===== src/design/ryc_pkg.sv =====
// Shared constants, types and helpers for the RGB to YCbCr 4:2:0 converter.
`timescale 1ns / 1ps

package ryc_pkg;

   localparam int ColorW      = 8;
   localparam int FrameW      = 12;
   localparam int LStrideW    = 12;
   localparam int CStrideW    = 11;
   localparam int CsrDataW    = 12;
   localparam int CsrIndexW   = 2;
   localparam int LumaAddrW   = 22;
   localparam int ChromaAddrW = 20;
   localparam int SumW        = 16;

   localparam int DefMaxWidth  = 2048;
   localparam int DefMaxHeight = 2048;

   localparam int MidDepth = 4;
   localparam int OutDepth = 4;

   localparam logic [FrameW-1:0]   RstFrameWidth   = FrameW'(640);
   localparam logic [FrameW-1:0]   RstFrameHeight  = FrameW'(480);
   localparam logic [LStrideW-1:0] RstLumaStride   = LStrideW'(640);
   localparam logic [CStrideW-1:0] RstChromaStride = CStrideW'(320);

   // BT.601 limited-range weights
   localparam logic [SumW-1:0] KyR  = SumW'(66);
   localparam logic [SumW-1:0] KyG  = SumW'(129);
   localparam logic [SumW-1:0] KyB  = SumW'(25);
   localparam logic [SumW-1:0] KcbR = SumW'(38);
   localparam logic [SumW-1:0] KcbG = SumW'(74);
   localparam logic [SumW-1:0] KcbB = SumW'(112);
   localparam logic [SumW-1:0] KcrR = SumW'(112);
   localparam logic [SumW-1:0] KcrG = SumW'(94);
   localparam logic [SumW-1:0] KcrB = SumW'(18);
   localparam logic [SumW-1:0] RoundBias  = SumW'(128);
   localparam logic [SumW-1:0] ChromaBias = SumW'(128 + 32768);

   localparam logic [ColorW-1:0] LumaOffset = ColorW'(16);
   localparam logic [ColorW-1:0] ClampLo    = ColorW'(16);
   localparam logic [ColorW-1:0] LumaHi     = ColorW'(235);
   localparam logic [ColorW-1:0] ChromaHi   = ColorW'(240);

   typedef enum logic [CsrIndexW-1:0] {
      CsrFrameWidth   = 2'd0,
      CsrFrameHeight  = 2'd1,
      CsrLumaStride   = 2'd2,
      CsrChromaStride = 2'd3
   } csr_index_type;

   typedef struct packed {
      logic [LStrideW-1:0] luma_stride;
      logic [CStrideW-1:0] chroma_stride;
   } stride_type;

   typedef struct packed {
      logic [ColorW-1:0]      luma;
      logic [LumaAddrW-1:0]   luma_address;
      logic                   chroma_valid;
      logic [ColorW-1:0]      blue_difference;
      logic [ColorW-1:0]      red_difference;
      logic [ChromaAddrW-1:0] chroma_address;
      logic                   frame_end;
   } rsp_type;

   function automatic logic [ColorW-1:0] clamp8(logic [ColorW-1:0] v,
                                                logic [ColorW-1:0] lo,
                                                logic [ColorW-1:0] hi);
      logic [ColorW-1:0] r;
      begin
         if (v < lo) r = lo;
         else if (v > hi) r = hi;
         else r = v;
         return r;
      end
   endfunction

endpackage


===== src/design/ryc_fifo.sv =====
// Small first-word-fall-through queue used between and after the pipeline parts.
`timescale 1ns / 1ps

module ryc_fifo #(
   parameter int  Depth = ryc_pkg::MidDepth,
   parameter type word_type = logic
) (
   input  logic     clock,
   input  logic     reset,
   input  logic     push,
   input  word_type din,
   output logic     full,
   input  logic     pop,
   output word_type dout,
   output logic     empty
);

   localparam int PtrW = (Depth > 1) ? $clog2(Depth) : 1;
   localparam int CntW = $clog2(Depth + 1);

   word_type            mem_ff [Depth];
   logic [PtrW-1:0]     wr_ptr_ff, wr_ptr_in;
   logic [PtrW-1:0]     rd_ptr_ff, rd_ptr_in;
   logic [CntW-1:0]     count_ff, count_in;
   logic                do_push, do_pop;

   assign full    = (count_ff == CntW'(Depth));
   assign empty   = (count_ff == '0);
   assign do_push = push && !full;
   assign do_pop  = pop && !empty;
   assign dout    = mem_ff[rd_ptr_ff];

   always_comb begin
      wr_ptr_in = wr_ptr_ff;
      rd_ptr_in = rd_ptr_ff;
      count_in  = count_ff;
      if (do_push) begin
         wr_ptr_in = (wr_ptr_ff == PtrW'(Depth - 1)) ? '0 : wr_ptr_ff + 1'b1;
      end
      if (do_pop) begin
         rd_ptr_in = (rd_ptr_ff == PtrW'(Depth - 1)) ? '0 : rd_ptr_ff + 1'b1;
      end
      if (do_push && !do_pop) count_in = count_ff + 1'b1;
      else if (do_pop && !do_push) count_in = count_ff - 1'b1;
   end

   always_ff @(posedge clock) begin
      if (reset) begin
         wr_ptr_ff <= '0;
         rd_ptr_ff <= '0;
         count_ff  <= '0;
      end else begin
         wr_ptr_ff <= wr_ptr_in;
         rd_ptr_ff <= rd_ptr_in;
         count_ff  <= count_in;
      end
   end

   always_ff @(posedge clock) begin
      if (do_push) mem_ff[wr_ptr_ff] <= din;
   end

endmodule


===== src/design/ryc_front.sv =====
// Front end: accepts pixels, tracks raster position and tags chroma sites and frame end.
`timescale 1ns / 1ps

module ryc_front #(
   parameter int MAX_WIDTH  = ryc_pkg::DefMaxWidth,
   parameter int MAX_HEIGHT = ryc_pkg::DefMaxHeight
) (
   input  logic                          clock,
   input  logic                          reset,
   input  logic                          push,
   output logic                          full,
   input  logic [ryc_pkg::ColorW-1:0]    red,
   input  logic [ryc_pkg::ColorW-1:0]    green,
   input  logic [ryc_pkg::ColorW-1:0]    blue,
   input  logic [ryc_pkg::FrameW-1:0]    frame_width,
   input  logic [ryc_pkg::FrameW-1:0]    frame_height,
   input  logic                          mid_full,
   output logic                          mid_push,
   output logic [3*ryc_pkg::ColorW + $clog2(MAX_HEIGHT) + $clog2(MAX_WIDTH) + 1:0] mid_word
);

   localparam int ColW  = $clog2(MAX_WIDTH);
   localparam int RowW  = $clog2(MAX_HEIGHT);
   localparam int WCmpW = (ColW + 1 > ryc_pkg::FrameW) ? ColW + 1 : ryc_pkg::FrameW;
   localparam int HCmpW = (RowW + 1 > ryc_pkg::FrameW) ? RowW + 1 : ryc_pkg::FrameW;

   logic [ColW-1:0]  col_ff, col_in;
   logic [RowW-1:0]  row_ff, row_in;
   logic [WCmpW-1:0] width_eff;
   logic [HCmpW-1:0] height_eff;
   logic             accept, last_col, last_row, chroma_site, frame_end;

   // zero acts as one, anything past the build limit acts as the limit
   always_comb begin
      if (frame_width == '0) width_eff = WCmpW'(1);
      else if (WCmpW'(frame_width) > WCmpW'(MAX_WIDTH)) width_eff = WCmpW'(MAX_WIDTH);
      else width_eff = WCmpW'(frame_width);
      if (frame_height == '0) height_eff = HCmpW'(1);
      else if (HCmpW'(frame_height) > HCmpW'(MAX_HEIGHT)) height_eff = HCmpW'(MAX_HEIGHT);
      else height_eff = HCmpW'(frame_height);
   end

   assign accept      = push && !mid_full;
   assign full        = mid_full;
   assign last_col    = (WCmpW'(col_ff) + 1'b1) >= width_eff;
   assign last_row    = (HCmpW'(row_ff) + 1'b1) >= height_eff;
   assign chroma_site = !row_ff[0] && !col_ff[0];
   assign frame_end   = last_col && last_row;
   assign mid_push    = accept;
   assign mid_word    = {red, green, blue, row_ff, col_ff, chroma_site, frame_end};

   always_comb begin
      col_in = col_ff;
      row_in = row_ff;
      if (accept) begin
         if (last_col) begin
            col_in = '0;
            row_in = last_row ? '0 : row_ff + 1'b1;
         end else begin
            col_in = col_ff + 1'b1;
         end
      end
   end

   always_ff @(posedge clock) begin
      if (reset) begin
         col_ff <= '0;
         row_ff <= '0;
      end else begin
         col_ff <= col_in;
         row_ff <= row_in;
      end
   end

endmodule


===== src/design/ryc_back.sv =====
// Back end: color matrix, clamping and plane address generation, with the sums and address products registered.
`timescale 1ns / 1ps

module ryc_back #(
   parameter int MAX_WIDTH  = ryc_pkg::DefMaxWidth,
   parameter int MAX_HEIGHT = ryc_pkg::DefMaxHeight
) (
   input  logic                clock,
   input  logic                reset,
   input  logic                mid_empty,
   input  logic [3*ryc_pkg::ColorW + $clog2(MAX_HEIGHT) + $clog2(MAX_WIDTH) + 1:0] mid_word,
   output logic                mid_pop,
   input  ryc_pkg::stride_type strides,
   input  logic                rsp_done,
   output logic                out_push,
   output ryc_pkg::rsp_type    out_word
);

   localparam int ColW    = $clog2(MAX_WIDTH);
   localparam int RowW    = $clog2(MAX_HEIGHT);
   localparam int SumW    = ryc_pkg::SumW;
   localparam int CW      = ryc_pkg::ColorW;
   localparam int LProdW  = RowW + ryc_pkg::LStrideW;
   localparam int CProdW  = RowW + ryc_pkg::CStrideW;
   localparam int LSumW   = ((LProdW > ryc_pkg::LumaAddrW) ? LProdW : ryc_pkg::LumaAddrW) + 1;
   localparam int CSumW   = ((CProdW > ryc_pkg::ChromaAddrW) ? CProdW : ryc_pkg::ChromaAddrW) + 1;
   localparam int CreditW = $clog2(ryc_pkg::OutDepth + 1);

   logic [CW-1:0]   red, green, blue;
   logic [RowW-1:0] row;
   logic [ColW-1:0] col;
   logic            chroma_site, frame_end;

   logic [SumW-1:0]    y_sum_in, cb_sum_in, cr_sum_in;
   logic [SumW-1:0]    y_sum_ff, cb_sum_ff, cr_sum_ff;
   logic [LProdW-1:0]  lprod_ff;
   logic [CProdW-1:0]  cprod_ff;
   logic [ColW-1:0]    col_ff;
   logic               chroma_site_ff, frame_end_ff;
   logic               s1_valid_ff;
   logic [CreditW-1:0] credit_ff, credit_in;

   logic [CW-1:0]    y_raw;
   logic [LSumW-1:0] laddr;
   logic [CSumW-1:0] caddr;

   assign {red, green, blue, row, col, chroma_site, frame_end} = mid_word;

   // credit covers the stage register plus the output queue, so it never overflows
   assign mid_pop = !mid_empty && (credit_ff < CreditW'(ryc_pkg::OutDepth));

   always_comb begin
      credit_in = credit_ff;
      if (mid_pop && !rsp_done) credit_in = credit_ff + 1'b1;
      else if (rsp_done && !mid_pop) credit_in = credit_ff - 1'b1;
   end

   // chroma sums carry a 128<<8 offset, so they stay positive and fit 16 bits
   always_comb begin
      y_sum_in  = ryc_pkg::KyR * SumW'(red) + ryc_pkg::KyG * SumW'(green)
                + ryc_pkg::KyB * SumW'(blue) + ryc_pkg::RoundBias;
      cb_sum_in = ryc_pkg::KcbB * SumW'(blue) + ryc_pkg::ChromaBias
                - ryc_pkg::KcbR * SumW'(red) - ryc_pkg::KcbG * SumW'(green);
      cr_sum_in = ryc_pkg::KcrR * SumW'(red) + ryc_pkg::ChromaBias
                - ryc_pkg::KcrG * SumW'(green) - ryc_pkg::KcrB * SumW'(blue);
   end

   always_ff @(posedge clock) begin
      if (reset) begin
         s1_valid_ff <= 1'b0;
         credit_ff   <= '0;
      end else begin
         s1_valid_ff <= mid_pop;
         credit_ff   <= credit_in;
      end
   end

   always_ff @(posedge clock) begin
      if (mid_pop) begin
         y_sum_ff       <= y_sum_in;
         cb_sum_ff      <= cb_sum_in;
         cr_sum_ff      <= cr_sum_in;
         lprod_ff       <= LProdW'(row) * LProdW'(strides.luma_stride);
         cprod_ff       <= CProdW'(row >> 1) * CProdW'(strides.chroma_stride);
         col_ff         <= col;
         chroma_site_ff <= chroma_site;
         frame_end_ff   <= frame_end;
      end
   end

   assign y_raw = y_sum_ff[SumW-1:SumW-CW] + ryc_pkg::LumaOffset;
   assign laddr = LSumW'(lprod_ff) + LSumW'(col_ff);
   assign caddr = CSumW'(cprod_ff) + CSumW'(col_ff >> 1);

   always_comb begin
      out_word.luma         = ryc_pkg::clamp8(y_raw, ryc_pkg::ClampLo, ryc_pkg::LumaHi);
      out_word.luma_address = laddr[ryc_pkg::LumaAddrW-1:0];
      out_word.chroma_valid = chroma_site_ff;
      out_word.frame_end    = frame_end_ff;
      if (chroma_site_ff) begin
         out_word.blue_difference = ryc_pkg::clamp8(cb_sum_ff[SumW-1:SumW-CW],
                                                    ryc_pkg::ClampLo, ryc_pkg::ChromaHi);
         out_word.red_difference  = ryc_pkg::clamp8(cr_sum_ff[SumW-1:SumW-CW],
                                                    ryc_pkg::ClampLo, ryc_pkg::ChromaHi);
         out_word.chroma_address  = caddr[ryc_pkg::ChromaAddrW-1:0];
      end else begin
         out_word.blue_difference = '0;
         out_word.red_difference  = '0;
         out_word.chroma_address  = '0;
      end
   end

   assign out_push = s1_valid_ff;

endmodule


===== src/design/rgb_to_ycbcr420_converter_top.sv =====
// BT.601 RGB to YCbCr 4:2:0 converter: pixels in, luma/chroma words with plane addresses out.
// Takes one raster-order RGB pixel per clock and returns one word per pixel: clamped luma and
// its address, plus Cb/Cr and chroma address on even-row/even-column pixels (zero elsewhere)
// and a frame-end flag on the last pixel. Sustained rate is one pixel per clock in both
// directions while pop is held high. A four-word queue sits between the position tracking
// front end and the arithmetic back end, and a four-word queue holds finished words, so full
// rises only after both fill while pop is held low. Geometry and strides are written through
// the csr port; the user must do so only while the block is idle; the block does not check it.
`timescale 1ns / 1ps

module rgb_to_ycbcr420_converter_top #(
   parameter int MAX_WIDTH  = ryc_pkg::DefMaxWidth,
   parameter int MAX_HEIGHT = ryc_pkg::DefMaxHeight
) (
   input  logic                               clock,
   input  logic                               reset,
   input  logic                               push,
   output logic                               full,
   input  logic [ryc_pkg::ColorW-1:0]         req_red,
   input  logic [ryc_pkg::ColorW-1:0]         req_green,
   input  logic [ryc_pkg::ColorW-1:0]         req_blue,
   output logic                               empty,
   input  logic                               pop,
   output logic [ryc_pkg::ColorW-1:0]         rsp_luma,
   output logic [ryc_pkg::LumaAddrW-1:0]      rsp_luma_address,
   output logic                               rsp_chroma_valid,
   output logic [ryc_pkg::ColorW-1:0]         rsp_blue_difference,
   output logic [ryc_pkg::ColorW-1:0]         rsp_red_difference,
   output logic [ryc_pkg::ChromaAddrW-1:0]    rsp_chroma_address,
   output logic                               rsp_frame_end,
   input  logic                               csr_write_enable,
   input  logic [ryc_pkg::CsrIndexW-1:0]      csr_index,
   input  logic [ryc_pkg::CsrDataW-1:0]       csr_write_data
);

   localparam int ItemW = 3 * ryc_pkg::ColorW + $clog2(MAX_HEIGHT) + $clog2(MAX_WIDTH) + 2;

   logic [ryc_pkg::FrameW-1:0]   frame_width_ff, frame_height_ff;
   logic [ryc_pkg::LStrideW-1:0] luma_stride_ff;
   logic [ryc_pkg::CStrideW-1:0] chroma_stride_ff;
   ryc_pkg::stride_type          strides;

   logic             mid_push, mid_full, mid_pop, mid_empty;
   logic [ItemW-1:0] mid_in_word, mid_out_word;
   logic             out_push;
   ryc_pkg::rsp_type out_in_word, out_word;
   logic             rsp_done;

   always_ff @(posedge clock) begin
      if (reset) begin
         frame_width_ff   <= ryc_pkg::RstFrameWidth;
         frame_height_ff  <= ryc_pkg::RstFrameHeight;
         luma_stride_ff   <= ryc_pkg::RstLumaStride;
         chroma_stride_ff <= ryc_pkg::RstChromaStride;
      end else if (csr_write_enable) begin
         unique case (ryc_pkg::csr_index_type'(csr_index))
            ryc_pkg::CsrFrameWidth:   frame_width_ff   <= csr_write_data;
            ryc_pkg::CsrFrameHeight:  frame_height_ff  <= csr_write_data;
            ryc_pkg::CsrLumaStride:   luma_stride_ff   <= csr_write_data;
            ryc_pkg::CsrChromaStride: chroma_stride_ff <= csr_write_data[ryc_pkg::CStrideW-1:0];
            default: ;
         endcase
      end
   end

   assign strides.luma_stride   = luma_stride_ff;
   assign strides.chroma_stride = chroma_stride_ff;

   ryc_front #(
      .MAX_WIDTH  (MAX_WIDTH),
      .MAX_HEIGHT (MAX_HEIGHT)
   ) u_front (
      .clock        (clock),
      .reset        (reset),
      .push         (push),
      .full         (full),
      .red          (req_red),
      .green        (req_green),
      .blue         (req_blue),
      .frame_width  (frame_width_ff),
      .frame_height (frame_height_ff),
      .mid_full     (mid_full),
      .mid_push     (mid_push),
      .mid_word     (mid_in_word)
   );

   ryc_fifo #(
      .Depth     (ryc_pkg::MidDepth),
      .word_type (logic [ItemW-1:0])
   ) u_mid_fifo (
      .clock (clock),
      .reset (reset),
      .push  (mid_push),
      .din   (mid_in_word),
      .full  (mid_full),
      .pop   (mid_pop),
      .dout  (mid_out_word),
      .empty (mid_empty)
   );

   ryc_back #(
      .MAX_WIDTH  (MAX_WIDTH),
      .MAX_HEIGHT (MAX_HEIGHT)
   ) u_back (
      .clock     (clock),
      .reset     (reset),
      .mid_empty (mid_empty),
      .mid_word  (mid_out_word),
      .mid_pop   (mid_pop),
      .strides   (strides),
      .rsp_done  (rsp_done),
      .out_push  (out_push),
      .out_word  (out_in_word)
   );

   // the back end's credit keeps this queue from ever being pushed while full
   ryc_fifo #(
      .Depth     (ryc_pkg::OutDepth),
      .word_type (ryc_pkg::rsp_type)
   ) u_out_fifo (
      .clock (clock),
      .reset (reset),
      .push  (out_push),
      .din   (out_in_word),
      .full  (),
      .pop   (pop),
      .dout  (out_word),
      .empty (empty)
   );

   assign rsp_done = pop && !empty;

   assign rsp_luma            = out_word.luma;
   assign rsp_luma_address    = out_word.luma_address;
   assign rsp_chroma_valid    = out_word.chroma_valid;
   assign rsp_blue_difference = out_word.blue_difference;
   assign rsp_red_difference  = out_word.red_difference;
   assign rsp_chroma_address  = out_word.chroma_address;
   assign rsp_frame_end       = out_word.frame_end;

endmodule


===== config.mk =====
export PLATFORM = sky130hd
export DESIGN_NAME = rgb_to_ycbcr420_converter_top
export DESIGN_NICKNAME = d
export VERILOG_FILES = /design/src/design/ryc_pkg.sv /design/src/design/ryc_fifo.sv /design/src/design/ryc_front.sv /design/src/design/ryc_back.sv /design/src/design/rgb_to_ycbcr420_converter_top.sv
export SDC_FILE = /design/constraint.sdc
export NUM_CORES = 2
export LEC_CHECK = 0
export BUFFER_PORTS_ARGS = -buffer_cell sky130_fd_sc_hd__buf_4
export CAP_MARGIN = 5
export CELL_PAD_IN_SITES_DETAIL_PLACEMENT = 0
export CELL_PAD_IN_SITES_GLOBAL_PLACEMENT = 1
export CORE_MARGIN = 2
export CORE_UTILIZATION = 40
export CTS_CLUSTER_SIZE = 20
export DETAILED_ROUTE_END_ITERATION = 10
export GPL_TIMING_DRIVEN = 0
export PLACE_DENSITY = 0.74
export SKIP_LAST_GASP = 1
export SLEW_MARGIN = 20
export SYNTH_ARGS = -nofsm -noshare
export SYNTH_HDL_FRONTEND = slang
export SYNTH_SLANG_ARGS = --single-unit

===== constraint.sdc =====
create_clock -name clock -period 8.8 [get_ports clock]
set_clock_uncertainty 0.05 [all_clocks]
set_input_delay 0.88 -clock clock [delete_from_list [all_inputs] [get_ports clock]]
set_output_delay 0.88 -clock clock [all_outputs]
set_load 0.1 [all_outputs]

==> flow_summary.json <==
{
  "hold_viol": 0,
  "fin_nets": 4057,
  "max_freq_mhz": 122,
  "grt_start_max_net_pins": 55,
  "htree_num_levels": 3,
  "reg2reg_depth": 26,
  "drt-total-wl_mm": 88.1,
  "yosysSeqAreaShare_pct": 45.2,
  "core-area_mm2": 0.0997,
  "cts_root_buf": "clkbuf_16",
  "cp-end-kind": "flip-flop",
  "pin_count": 113,
  "synth_nets": 3865,
  "outcome": "finished, final reports clean",
  "min_period_ps": 8180,
  "mostFrequentLayoutCells": "543 x edfxtp_1, 401 x ha_1, 385 x inv_1",
  "antenna_found_initial": 1,
  "timing.hold.ws_ps": 403,
  "crit_required_ps": 9080,
  "wl_per_cell_um": 18.7,
  "report.final.slew_viol_count": 0,
  "dieArea_mm2": 0.103,
  "synth_cell_types": 74,
  "synth-edff-count": 543,
  "start_kind": "flip-flop",
  "grt_pass1_vias": 24900,
  "start_util_pct": 40.2,
  "ys_warn_count": 0,
  "crit_type": "flip-flop to flip-flop",
  "cp.arrival_ps": 8460,
  "cts_sinks": 634,
  "place_hpwl_mm": 66.6,
  "r2r_end": "u_back.cr_sum_ff[15]",
  "netlist_area_mm2": 0.0401,
  "crit_end": "u_back.cr_sum_ff[15]",
  "syn_to_final_growth_pct": 12.3,
  "numCtsBuffers": 69,
  "portBuffers": 112,
  "grt_setup_unrepaired": "no",
  "final_common_cell": "edfxtp_1",
  "clock_latency_ps": 610,
  "yosys_register_bits": 634,
  "min_path_type": "flip-flop to flip-flop",
  "setup_viol": 0,
  "cts.path.max_buffers": 3,
  "place_congestion": 0.820,
  "r2r_slack_ps": 620,
  "ys_async_sr_fraction_pct": 0,
  "clk_pin_slew_ps": 60,
  "num-fill-cells": 8985,
  "grt_usage_pct": 17.6,
  "grt_pass1_wl_mm": 140,
  "drive_above_1_share_pct": 11.4,
  "fp-row-count": 116,
  "die_y_um": 321,
  "dr.pass1.iters": 5,
  "ant_nets": 0,
  "cap_violations": 0,
  "setup-tns-final_ps": 0,
  "slew-limit-headroom_pct": 38.8,
  "grt.overflow.total": 0,
  "yosys_most_used_dff": "edfxtp_1",
  "synth_area_per_cell_um2": 12.6,
  "tritoncts": "done",
  "worstMarginPinSlew_ps": 916,
  "worst-path-max-fanout": 10,
  "ctsResizeCount": 0,
  "drt_drc_violations_left": 0,
  "cts_hold_buf": 0,
  "die_x_um": 321,
  "vias": 24000,
  "timing.final.crit_share_pct": 92.9,
  "first_iter_violations": 1442,
  "viasPerCell": 5.08,
  "syn_inst": 3177,
  "cts_setup_buffers": 0
}
==> cells in the mapped netlist, types with 5 or more instances <==
| cell type | n | share of area (%) |
|---|---|---|
| o21bai_1 | 12 | 0.22 |
| mux2i_1 | 9 | 0.22 |
| inv_1 | 386 | 3.6 |
| buf_1 | 5 | 0.047 |
| nand4_1 | 6 | 0.094 |
| mux4_2 | 118 | 6.6 |
| ha_1 | 401 | 13 |
| a21boi_0 | 9 | 0.17 |
| buf_2 | 15 | 0.19 |
| xor2_1 | 53 | 1.2 |
| or2_2 | 7 | 0.11 |
| and3_1 | 26 | 0.41 |
| clkbuf_1 | 84 | 0.79 |
| dfxtp_1 | 91 | 4.5 |
| a32o_1 | 11 | 0.27 |
| fa_1 | 244 | 12 |
| a21oi_1 | 129 | 1.6 |
| and2_1 | 133 | 2.1 |
| a31o_2 | 5 | 0.11 |
| o21ai_0 | 63 | 0.79 |
| xnor2_1 | 112 | 2.4 |
| nor3b_1 | 13 | 0.24 |
| nor2b_1 | 22 | 0.34 |
| nor2_1 | 85 | 0.80 |
| nand2_1 | 328 | 3.1 |
| nand2b_1 | 21 | 0.33 |
| nor3_1 | 28 | 0.35 |
| nand3_1 | 43 | 0.54 |
| a211oi_1 | 13 | 0.24 |
| a21o_1 | 41 | 0.77 |
| or3_1 | 17 | 0.27 |
| edfxtp_1 | 543 | 41 |
| o211ai_1 | 6 | 0.11 |
| a31oi_1 | 10 | 0.16 |
| nor4_1 | 8 | 0.12 |
| o21a_1 | 18 | 0.34 |
==> flip-flops by register name, indices dropped and copies added, names as in the netlist, 2 cells and up, named ones only <==
| signal | flops |
|---|---|
| u_out_fifo.rd_ptr_ff | 2 |
| u_back.col_ff | 11 |
| u_mid_fifo.wr_ptr_ff | 2 |
| frame_height_ff | 12 |
| u_back.y_sum_ff | 8 |
| u_mid_fifo.mem_ff | 192 |
| u_front.col_ff | 11 |
| frame_width_ff | 12 |
| chroma_stride_ff | 11 |
| u_back.credit_ff | 3 |
| u_back.cr_sum_ff | 8 |
| u_back.cb_sum_ff | 8 |
| u_out_fifo.wr_ptr_ff | 2 |
| u_mid_fifo.count_ff | 3 |
| u_out_fifo.mem_ff | 272 |
| u_out_fifo.count_ff | 3 |
| u_back.lprod_ff | 22 |
| u_back.cprod_ff | 20 |
| u_front.row_ff | 11 |
| u_mid_fifo.rd_ptr_ff | 2 |
| luma_stride_ff | 12 |
==> how the worst min path moves through the flow <==
stage	startpoint	end	depth (start not counted)
after detailed placement	chroma_stride_ff[7]	chroma_stride_ff[7]	2
after floorplan	chroma_stride_ff[0]	chroma_stride_ff[0]	2
after CTS	req_green[0]	u_mid_fifo.mem_ff[0][32]	1
after global routing	req_green[0]	u_mid_fifo.mem_ff[0][32]	1
after global placement	chroma_stride_ff[7]	chroma_stride_ff[7]	2
final	chroma_stride_ff[7]	chroma_stride_ff[7]	2
==> cell type report <==
cell class              instances  area [um2]  area share, %
multi-input cells            2052       20100           44.6
flip-flops and latches        634       18100           40.3
clock buffers                  86        1850           4.12
well taps                    1298        1620           3.61
inverters                     386        1450           3.22
repair buffers                121        1070           2.37
plain buffers                 105         420          0.934
clock inverters                40         369          0.820
diodes                          1        2.50        0.00556
==> worst max-delay path, stage by stage (launching register included) <==
cell	delay (ps)
dfxtp_1	300
buf_2	220
buf_1	560
clkbuf_1	600
mux4_2	620
inv_1	120
fa_1	540
inv_1	40
ha_1	300
fa_1	590
inv_1	70
fa_1	450
nor2b_1	120
o21ai_0	110
a21boi_0	320
o21ai_0	170
a21oi_1	280
xor2_1	430
fa_1	500
inv_1	80
ha_1	230
ha_1	360
a21oi_1	180
nor2b_1	60
a211oi_1	330
o21bai_1	120
xnor2_1	130
==> kinds of logic (layout without fill, tap and decap cells) <==
group | Yosys count | after routing | share of synthesized area, %
multiplexers | 128 | 128 | 6.89
AND/OR/NAND/NOR | 748 | 748 | 9.00
flip-flops | 634 | 634 | 45.2
buffers and inverters | 491 | 738 | 4.67
AO/OA/AOI/OAI | 365 | 365 | 5.86
XOR/XNOR | 165 | 165 | 3.61
other | 0 | 1 | 0
adder cells (fa/ha/maj) | 646 | 646 | 24.7
==> layer usage <==
| layer | wire length [um] | GRT usage, % |
|---|---|---|
| met5 | 0 | 0 |
| met4 | 1270 | 3.92 |
| met3 | 3790 | 2.34 |
| met2 | 40700 | 28.6 |
| met1 | 42400 | 25.1 |
==> metrics by stage <==
step / instances / utilization, % / setup WS (ps) / instance area, um2
detailed placement: 4596 / 42.9 / 672 / 42800
floorplan: 3177 / - / 2050 / 40100
global placement: 4587 / 42.7 / 715 / 42500
CTS: 4722 / 45.1 / 611 / 45000
global route: 4723 / 45.1 / 281 / 45000
finish: 4723 / 45.1 / 622 / 45000
Power is not shown: default switching activity piles up to over one toggle a cycle in this logic, so the estimate is an artifact.
